[config.mk]
export PLATFORM = sky130hd
export DESIGN_NAME = sojourn_time_queue_sizer_core
export DESIGN_NICKNAME = d
export VERILOG_FILES = /design/src/stqs_pkg.sv /design/src/stqs_fifo.sv /design/src/stqs_front.sv /design/src/stqs_back.sv /design/src/sojourn_time_queue_sizer_core.sv
export SDC_FILE = /design/constraint.sdc
export NUM_CORES = 2
export LEC_CHECK = 0
export CAP_MARGIN = 20
export CORE_MARGIN = 2
export CORE_UTILIZATION = 60
export DETAILED_ROUTE_END_ITERATION = 10
export DONT_BUFFER_PORTS = 1
export GPL_ROUTABILITY_DRIVEN = 0
export GPL_TIMING_DRIVEN = 0
export HOLD_SLACK_MARGIN = 0.1
export PLACE_DENSITY = 0.85
export SYNTH_ARGS = -nofsm -noshare
export SYNTH_HDL_FRONTEND = slang
export SYNTH_SLANG_ARGS = --single-unit
[constraint.sdc]
create_clock -name clk -period 13.1 [get_ports clk]
set_input_delay 1.965 -clock clk [delete_from_list [all_inputs] [get_ports clk]]
set_output_delay 1.965 -clock clk [all_outputs]
set_load 0.005 [all_outputs]
[src/stqs_pkg.sv]
`timescale 1ns / 1ps
// Package for the sojourn time queue sizer: field widths, register reset values,
// register indexes, queue entry and configuration types, back-end state codes.
// No dependencies.
package stqs_pkg;

	localparam int SOJ_W      = 24;
	localparam int SUM_W      = 48;
	localparam int CNT_W      = 24;
	localparam int FACTOR_W   = 16;
	localparam int CFG_SIZE_W = 16;
	localparam int CFG_DATA_W = 24;
	localparam int CFG_IDX_W  = 3;

	localparam int DEF_SIZE_BITS   = 16;
	localparam int DEF_TIME_BITS   = 48;
	localparam int DEF_QUEUE_DEPTH = 2;

	localparam int SIZE_RESET = 10;

	localparam logic [23:0] INTERVAL_RESET = 24'd200000;
	localparam logic [23:0] TARGET_RESET   = 24'd7000;
	localparam logic [15:0] MIN_RESET      = 16'd2;
	localparam logic [15:0] MAX_RESET      = 16'd20;
	localparam logic [15:0] FACTOR_RESET   = 16'd6554;

	typedef enum logic [CFG_IDX_W-1:0] {
		REG_INTERVAL    = 3'd0,
		REG_TARGET      = 3'd1,
		REG_SIZE_FLOOR  = 3'd2,
		REG_SIZE_CEIL   = 3'd3,
		REG_STEP_FACTOR = 3'd4
	} cfg_reg_t;

	typedef struct packed {
		logic [23:0]           interval_us;
		logic [23:0]           target_us;
		logic [CFG_SIZE_W-1:0] size_floor;
		logic [CFG_SIZE_W-1:0] size_ceil;
		logic [FACTOR_W-1:0]   step_factor;
	} cfg_t;

	// One classified report, handed from the front end to the back end.
	typedef struct packed {
		logic             closes;
		logic [SUM_W-1:0] sum;
		logic [CNT_W-1:0] count;
	} q_entry_t;

	typedef enum logic [2:0] {
		ST_IDLE,
		ST_MUL_AVG,
		ST_DECIDE,
		ST_MUL_STEP,
		ST_APPLY
	} back_state_t;

endpackage

[src/stqs_fifo.sv]
`timescale 1ns / 1ps
// Short register queue that carries classified reports from front to back end.
// Depends on stqs_pkg for the entry type.
module stqs_fifo import stqs_pkg::*; #(
	parameter int DEPTH = DEF_QUEUE_DEPTH
) (
	input  logic     clk,
	input  logic     arst_n,
	input  logic     push,
	input  q_entry_t push_data,
	output logic     full,
	input  logic     pop,
	output logic     not_empty,
	output q_entry_t pop_data
);

	localparam int PW = $clog2(DEPTH);
	localparam int CW = $clog2(DEPTH + 1);

	q_entry_t        mem_q [DEPTH];
	logic [PW-1:0]   wr_ptr_q;
	logic [PW-1:0]   rd_ptr_q;
	logic [CW-1:0]   count_q;

	assign full      = (count_q == CW'(DEPTH));
	assign not_empty = (count_q != '0);
	assign pop_data  = mem_q[rd_ptr_q];

	always_ff @(posedge clk) begin
		if (push) begin
			mem_q[wr_ptr_q] <= push_data;
		end
	end

	always_ff @(posedge clk or negedge arst_n) begin
		if (!arst_n) begin
			wr_ptr_q <= '0;
			rd_ptr_q <= '0;
			count_q  <= '0;
		end else begin
			if (push) begin
				wr_ptr_q <= (wr_ptr_q == PW'(DEPTH - 1)) ? '0 : wr_ptr_q + 1'b1;
			end
			if (pop) begin
				rd_ptr_q <= (rd_ptr_q == PW'(DEPTH - 1)) ? '0 : rd_ptr_q + 1'b1;
			end
			if (push && !pop) begin
				count_q <= count_q + 1'b1;
			end else if (!push && pop) begin
				count_q <= count_q - 1'b1;
			end
		end
	end

	a_no_overflow: assert property (@(posedge clk) disable iff (!arst_n)
		full |-> !push || pop)
		else $error("queue written while full");

endmodule

[src/stqs_front.sv]
`timescale 1ns / 1ps
// Front end: captures reports, keeps the interval sum, count and start time,
// and decides whether each report closes an interval. Depends on stqs_pkg.
module stqs_front import stqs_pkg::*; #(
	parameter int TIME_BITS = DEF_TIME_BITS
) (
	input  logic                 clk,
	input  logic                 arst_n,
	input  logic                 in_valid,
	output logic                 in_ready,
	input  logic [SOJ_W-1:0]     sojourn_us,
	input  logic [TIME_BITS-1:0] now_us,
	input  logic [23:0]          interval_us,
	output logic                 push,
	output q_entry_t             push_data,
	input  logic                 full
);

	logic                 hold_q;
	logic [SOJ_W-1:0]     soj_s1;
	logic [TIME_BITS-1:0] now_s1;
	logic [SUM_W-1:0]     sum_q;
	logic [CNT_W-1:0]     count_q;
	logic [TIME_BITS-1:0] start_q;

	logic [SUM_W:0]       sum_wide;
	logic [SUM_W-1:0]     sum_new;
	logic [CNT_W-1:0]     count_new;
	logic [TIME_BITS-1:0] elapsed;
	logic                 closes;

	assign push     = hold_q && !full;
	assign in_ready = !hold_q || push;

	always_comb begin
		sum_wide  = {1'b0, sum_q} + (SUM_W + 1)'(soj_s1);
		sum_new   = sum_wide[SUM_W] ? '1 : sum_wide[SUM_W-1:0];
		count_new = (count_q == '1) ? count_q : count_q + 1'b1;
		elapsed   = now_s1 - start_q;
		closes    = (elapsed >= TIME_BITS'(interval_us));
	end

	assign push_data = '{closes: closes, sum: sum_new, count: count_new};

	always_ff @(posedge clk) begin
		if (in_valid && in_ready) begin
			soj_s1 <= sojourn_us;
			now_s1 <= now_us;
		end
	end

	always_ff @(posedge clk or negedge arst_n) begin
		if (!arst_n) begin
			hold_q  <= 1'b0;
			sum_q   <= '0;
			count_q <= '0;
			start_q <= '0;
		end else begin
			if (in_valid && in_ready) begin
				hold_q <= 1'b1;
			end else if (push) begin
				hold_q <= 1'b0;
			end
			if (push) begin
				if (closes) begin
					sum_q   <= '0;
					count_q <= '0;
					start_q <= now_s1;
				end else begin
					sum_q   <= sum_new;
					count_q <= count_new;
				end
			end
		end
	end

endmodule

[src/stqs_back.sv]
`timescale 1ns / 1ps
// Back end: holds the queue size, runs the average test and the size step on a
// shared sequence of multiply cycles, and owns the result register. Depends on stqs_pkg.
module stqs_back import stqs_pkg::*; #(
	parameter int SIZE_BITS = DEF_SIZE_BITS
) (
	input  logic                 clk,
	input  logic                 arst_n,
	input  cfg_t                 cfg,
	input  logic                 not_empty,
	input  q_entry_t             pop_data,
	output logic                 pop,
	output logic                 out_valid,
	input  logic                 out_ready,
	output logic [SIZE_BITS-1:0] queue_size,
	output logic                 adjusted,
	output logic                 shrank
);

	// Size arithmetic runs wide enough for both the size and the bounds.
	localparam int WW = (SIZE_BITS > CFG_SIZE_W) ? SIZE_BITS : CFG_SIZE_W;
	localparam int PW = FACTOR_W + WW;

	back_state_t          state_q, state_d;
	logic [SIZE_BITS-1:0] size_q;
	logic [SUM_W-1:0]     sum_q;
	logic [CNT_W-1:0]     count_q;
	logic [SUM_W-1:0]     avg_prod_q;
	logic                 shrink_q;
	logic [WW-1:0]        span_q;
	logic [PW-1:0]        step_prod_q;
	logic                 out_valid_q;
	logic [SIZE_BITS-1:0] out_size_q;
	logic                 out_adj_q;
	logic                 out_shr_q;

	logic start, load_plain, capture, do_avg, do_decide, do_step, do_apply;

	logic [WW-1:0]        size_w, min_w, max_w;
	logic                 shrink_d;
	logic [WW-1:0]        span_d;
	logic [PW:0]          up_sum;
	logic [WW:0]          step;
	logic [WW:0]          size_e, min_e, max_e, diff, grow_sum, nsize;
	logic [SIZE_BITS-1:0] size_new;

	assign start = not_empty && (!out_valid_q || out_ready);

	always_comb begin
		state_d = state_q;
		case (state_q)
			ST_IDLE:     if (start && pop_data.closes) state_d = ST_MUL_AVG;
			ST_MUL_AVG:  state_d = ST_DECIDE;
			ST_DECIDE:   state_d = ST_MUL_STEP;
			ST_MUL_STEP: state_d = ST_APPLY;
			ST_APPLY:    state_d = ST_IDLE;
			default:     state_d = ST_IDLE;
		endcase
	end

	always_comb begin
		pop        = 1'b0;
		load_plain = 1'b0;
		capture    = 1'b0;
		do_avg     = 1'b0;
		do_decide  = 1'b0;
		do_step    = 1'b0;
		do_apply   = 1'b0;
		case (state_q)
			ST_IDLE: begin
				pop        = start;
				capture    = start && pop_data.closes;
				load_plain = start && !pop_data.closes;
			end
			ST_MUL_AVG:  do_avg    = 1'b1;
			ST_DECIDE:   do_decide = 1'b1;
			ST_MUL_STEP: do_step   = 1'b1;
			ST_APPLY:    do_apply  = 1'b1;
			default: ;
		endcase
	end

	always_comb begin
		size_w   = WW'(size_q);
		min_w    = WW'(cfg.size_floor);
		max_w    = WW'(cfg.size_ceil);
		shrink_d = (sum_q > avg_prod_q);
		if (shrink_d) begin
			span_d = (size_w > min_w) ? size_w - min_w : '0;
		end else begin
			span_d = (max_w > size_w) ? max_w - size_w : '0;
		end

		// Shrinking rounds the step up, growing rounds it down; never below one.
		up_sum = {1'b0, step_prod_q} + (PW + 1)'(16'hFFFF);
		step   = shrink_q ? up_sum[PW:FACTOR_W] : {1'b0, step_prod_q[PW-1:FACTOR_W]};
		if (step == '0) begin
			step = (WW + 1)'(1);
		end

		size_e   = (WW + 1)'(size_q);
		min_e    = (WW + 1)'(cfg.size_floor);
		max_e    = (WW + 1)'(cfg.size_ceil);
		diff     = size_e - step;
		grow_sum = size_e + step;
		if (shrink_q) begin
			nsize = (size_e >= step && diff >= min_e) ? diff : min_e;
		end else begin
			nsize = (grow_sum > max_e) ? max_e : grow_sum;
		end
		size_new = nsize[SIZE_BITS-1:0];
	end

	always_ff @(posedge clk) begin
		if (capture) begin
			sum_q   <= pop_data.sum;
			count_q <= pop_data.count;
		end
		if (do_avg) begin
			avg_prod_q <= SUM_W'(cfg.target_us) * SUM_W'(count_q);
		end
		if (do_decide) begin
			shrink_q <= shrink_d;
			span_q   <= span_d;
		end
		if (do_step) begin
			step_prod_q <= PW'(cfg.step_factor) * PW'(span_q);
		end
		if (load_plain) begin
			out_size_q <= size_q;
			out_adj_q  <= 1'b0;
			out_shr_q  <= 1'b0;
		end else if (do_apply) begin
			out_size_q <= size_new;
			out_adj_q  <= 1'b1;
			out_shr_q  <= (size_new < size_q);
		end
	end

	always_ff @(posedge clk or negedge arst_n) begin
		if (!arst_n) begin
			state_q     <= ST_IDLE;
			size_q      <= SIZE_BITS'(SIZE_RESET);
			out_valid_q <= 1'b0;
		end else begin
			state_q <= state_d;
			if (do_apply) begin
				size_q <= size_new;
			end
			if (load_plain || do_apply) begin
				out_valid_q <= 1'b1;
			end else if (out_ready) begin
				out_valid_q <= 1'b0;
			end
		end
	end

	assign out_valid  = out_valid_q;
	assign queue_size = out_size_q;
	assign adjusted   = out_adj_q;
	assign shrank     = out_shr_q;

	a_pop_nonempty: assert property (@(posedge clk) disable iff (!arst_n)
		pop |-> not_empty)
		else $error("pop from an empty queue");

	a_apply_free: assert property (@(posedge clk) disable iff (!arst_n)
		state_q == ST_APPLY |-> !out_valid_q)
		else $error("result register busy when an adjustment completes");

	a_shrank_only_adj: assert property (@(posedge clk) disable iff (!arst_n)
		out_valid_q && !out_adj_q |-> !out_shr_q)
		else $error("shrank flagged on a report that made no adjustment");

endmodule

[src/sojourn_time_queue_sizer_core.sv]
`timescale 1ns / 1ps
// Top level of the sojourn time queue sizer: configuration registers and the
// front end, queue and back end. Depends on stqs_pkg, stqs_front, stqs_fifo, stqs_back.

// Each input transaction reports one packet's sojourn time together with the current
// microsecond time, and each one yields exactly one result transaction carrying the
// queue size after that report. The front end captures a report at the accepting edge
// and, once there is room, updates the saturating sum and count, tests the interval
// and pushes the classified report into a two-entry queue by default; its input is
// ready again as it pushes, so it takes one report per cycle unless the queue is full.
// A report that closes no interval is taken by the back end straight from idle, and its
// result, the unchanged queue size, is loaded into the output register. A report that
// closes an interval is taken, then runs the target times count multiply, the average
// compare, the factor times span multiply and the application of the new size, each in
// a state of its own. The short queue between the halves lets the front keep taking
// reports meanwhile. Sustained, the block takes one report per cycle while no interval
// closes, provided results are taken as they appear; a report that closes one holds
// the back end busy until its new size is applied. A result that is held stalls the
// back end, then the queue, then the input. A result waits in an output register while
// the next report is already accepted.
// Configuration writes are meant for idle periods only; the five registers take effect
// at once and reset to an interval of 200000 us, a target of 7000 us, sizes from 2 to 20
// and a step factor of about 0.1 in Q0.16. The queue size starts at 10 after reset.
module sojourn_time_queue_sizer_core import stqs_pkg::*; #(
	parameter int SIZE_BITS   = DEF_SIZE_BITS,
	parameter int TIME_BITS   = DEF_TIME_BITS,
	parameter int QUEUE_DEPTH = DEF_QUEUE_DEPTH
) (
	input  logic                  clk,
	input  logic                  arst_n,
	input  logic                  cfg_write,
	input  logic [CFG_IDX_W-1:0]  cfg_index,
	input  logic [CFG_DATA_W-1:0] cfg_data,
	input  logic                  in_valid,
	output logic                  in_ready,
	input  logic [SOJ_W-1:0]      sojourn_us,
	input  logic [TIME_BITS-1:0]  now_us,
	output logic                  out_valid,
	input  logic                  out_ready,
	output logic [SIZE_BITS-1:0]  queue_size,
	output logic                  adjusted,
	output logic                  shrank
);

	cfg_t     cfg_q;
	logic     push, full, pop, not_empty;
	q_entry_t push_data, pop_data;

	// Writes to indexes beyond the register list are dropped.
	always_ff @(posedge clk or negedge arst_n) begin
		if (!arst_n) begin
			cfg_q.interval_us <= INTERVAL_RESET;
			cfg_q.target_us   <= TARGET_RESET;
			cfg_q.size_floor  <= MIN_RESET;
			cfg_q.size_ceil   <= MAX_RESET;
			cfg_q.step_factor <= FACTOR_RESET;
		end else if (cfg_write) begin
			case (cfg_reg_t'(cfg_index))
				REG_INTERVAL:    cfg_q.interval_us <= cfg_data;
				REG_TARGET:      cfg_q.target_us   <= cfg_data;
				REG_SIZE_FLOOR:  cfg_q.size_floor  <= cfg_data[CFG_SIZE_W-1:0];
				REG_SIZE_CEIL:   cfg_q.size_ceil   <= cfg_data[CFG_SIZE_W-1:0];
				REG_STEP_FACTOR: cfg_q.step_factor <= cfg_data[FACTOR_W-1:0];
				default: ;
			endcase
		end
	end

	stqs_front #(
		.TIME_BITS(TIME_BITS)
	) u_front (
		.clk        (clk),
		.arst_n     (arst_n),
		.in_valid   (in_valid),
		.in_ready   (in_ready),
		.sojourn_us (sojourn_us),
		.now_us     (now_us),
		.interval_us(cfg_q.interval_us),
		.push       (push),
		.push_data  (push_data),
		.full       (full)
	);

	stqs_fifo #(
		.DEPTH(QUEUE_DEPTH)
	) u_fifo (
		.clk      (clk),
		.arst_n   (arst_n),
		.push     (push),
		.push_data(push_data),
		.full     (full),
		.pop      (pop),
		.not_empty(not_empty),
		.pop_data (pop_data)
	);

	stqs_back #(
		.SIZE_BITS(SIZE_BITS)
	) u_back (
		.clk       (clk),
		.arst_n    (arst_n),
		.cfg       (cfg_q),
		.not_empty (not_empty),
		.pop_data  (pop_data),
		.pop       (pop),
		.out_valid (out_valid),
		.out_ready (out_ready),
		.queue_size(queue_size),
		.adjusted  (adjusted),
		.shrank    (shrank)
	);

endmodule
==> metrics.txt <==
main flop type after synthesis edfxtp_1; Tmin final just under 10 ns; initial antenna violation count 16; met3 GRT Util under 10%; per-cell routed wire length between 20 and 25 um; Hold Fails Final Rpt 0; Root Buffer clkbuf_16; Final nets ~7600; Core ar. 0.102 mm^2; synth unique cells 99; Seq cells post-synth around 650; Rel. slew slack 23.6%; Die ar. ~0.11 mm^2; IO Pins ~120; DRC violation count after routing 0; CTS tree built; First-pass DRT Iterations 7; unrepaired setup endpoints after global routing no; synthesized instance count just over 6000; HPWL reported at the end of detailed placement roughly 130 mm; Post-CTS Hold Buffers 0; most common cell after layout, fill and taps aside inv_1; Final period util approximately three quarters; deepest clock path buffer count 3; H-tree Lvls 3; synthesized net count ~7500; Post-synth EDFFs a little over 400; clk sinks between 600 and 700; routed vias between 40000 and 50000; Die X-Extent between 300 and 400 um; post-route ant nets 0; Max Clock Skew between 0.04 and 0.05 ns; layout cells sized above 1 approximately 5.8%; crit-path max cell delay ~0.96 ns; Critical-path top delay cell a2111oi_0; vias in the first global route just under 50000; DRT Wirelength roughly 170 mm; most used cell, CP ha_1; worst setup path class reg2reg; Initial Util approximately three fifths; status finished clean; most frequent cells in the layout inv_1, nand2_1, fa_1; Max Cap Viol 0; syn_area_per_cell approximately 10 um^2; Port Buffers 0; GRT met1 Usage 40.4%; # resized after CTS 0; vias per cell 6.14; mapped cell area a little over 0.06 mm^2; # rows 117; worst hold path type reg2reg; Critical Path Sink Type flip-flop; post-CTS setup buffers 0; worst slew pin tran approximately 1.1 ns; Yosys Warn Count 0; met2 Resource Use GR roughly half; grt total ovfl 0; Worst-path clk slew 0.07 ns; Slew Limit Fails 0; sequential cell area fraction in the yosys report 29.6%; die height ~320 um; first-pass GRT wire length about 270 mm; most used routing layer met2; setup violators final 0; FMAX roughly 100 MHz; WP data required ~14 ns; clk_lat worst skew ~0.66 ns; Max FO, Critical Path 8; pin count of the biggest net entering global routing roughly 240; Post-Route Setup TNS 0 ns; Area Growth Syn to Fin 7.16%; gr usage total between 30% and 40%; CP arrival between 10 and 15 ns; crit start category flip-flop; CTS Buf Count 70; Iter 0 DRT Violations ~4800; Post-synth ARST share a little under two fifths
[metal layers]
metal  vias to the layer above  share of wire, %
met5                         -             0.047
met1                     23000                36
met4                         8               7.1
met2                      2894                45
li1                      20400                 -
met3                       812                12
[cell type report]
type / count / area (um^2)
Multi-Input combinational cell: 4306 / 38800
Fill cell: 7383 / 35800
Sequential cell: 646 / 18200
Inverter: 959 / 3600
Clock buffer: 81 / 1880
Tap cell: 1368 / 1710
Buffer: 246 / 968
Clock inverter: 46 / 596
Timing Repair Buffer: 10 / 165
Antenna cell: 13 / 32.5
[cell usage after synthesis, types with 56 or more instances]
library cell / number / area share (%)
a21o_1: 113 / 1.4
xnor2_1: 154 / 2.2
o21ai_0: 213 / 1.7
nor2_1: 165 / 1.0
edfxtp_1: 403 / 20
nand3_1: 119 / 0.97
dfrtp_1: 216 / 8.8
mux2_2: 154 / 2.8
and2_1: 319 / 3.2
a21oi_1: 244 / 2.0
nor3_1: 56 / 0.46
nand2_1: 819 / 5.0
ha_1: 537 / 11
nand4_1: 61 / 0.62
fa_1: 682 / 22
inv_1: 959 / 5.8
xor2_1: 81 / 1.2
clkbuf_1: 219 / 1.3
[cell families (layout without fill, tap and decap cells)]
| kind of cell | after synthesis | count (layout) | synth area share, % |
|---|---|---|---|
| compound gates | 887 | 887 | 9.24 |
| xor+xnor | 235 | 235 | 3.34 |
| fa+ha+maj | 1219 | 1219 | 33.1 |
| buf+inv | 1205 | 1342 | 7.42 |
| flops | 646 | 646 | 29.6 |
| mux | 194 | 194 | 3.49 |
| other cells | 0 | 13 | 0 |
| simple gates | 1771 | 1771 | 13.9 |
[metrics by stage]
stage               area (um^2)  hold WS [ns]  util (%)  setup slack, ns  std cells
floorplan                 61600         0.456         -             5.74       6157
global placement          63300         0.476      62.2             4.22       7525
detailed placement        63500         0.494      62.4             3.98       7534
CTS                       65900         0.488      64.8             3.88       7661
global route              66000         0.534      64.8             3.00       7666
finish                    66000         0.487      64.9             3.45       7675
[critical path: cells and delay by family, from the launching register on]
family,cells,cell delay (ns)
simple gates,11,2.35
fa+ha+maj,3,0.81
mux,2,0.93
buf+inv,3,0.68
xor+xnor,2,0.36
flops,1,0.52
compound gates,12,3.90
[state kept, by name, summed over array words and instances (netlist names), 24 cells and up]
register,flops
u_front.soj_s1,24
u_back.count_q,24
u_front.sum_q,48
u_back.avg_prod_q,48
u_front.start_q,48
u_back.step_prod_q,32
u_back.sum_q,48
u_front.now_s1,48
u_front.count_q,24
u_fifo.mem_q,146
cfg_q,96
[final timing paths]
kind                                     from                   to  slack [ns]  cells past startpoint
max reg2reg                   u_back.shrink_q        u_back.shrank        3.45                     33
min                        u_front.now_s1[36]  u_front.start_q[36]        0.49                      2
min reg2reg                u_front.now_s1[36]  u_front.start_q[36]        0.49                      2
max in group asynchronous              arst_n            cfg_q[63]       11.21                      0
max                           u_back.shrink_q        u_back.shrank        3.45                     33
min in group asynchronous              arst_n    u_front.sum_q[22]        1.10                      0
Power is left out: the tool's default activity adds up to more than one toggle a clock period on the data nets, which glitch-free logic cannot reach.
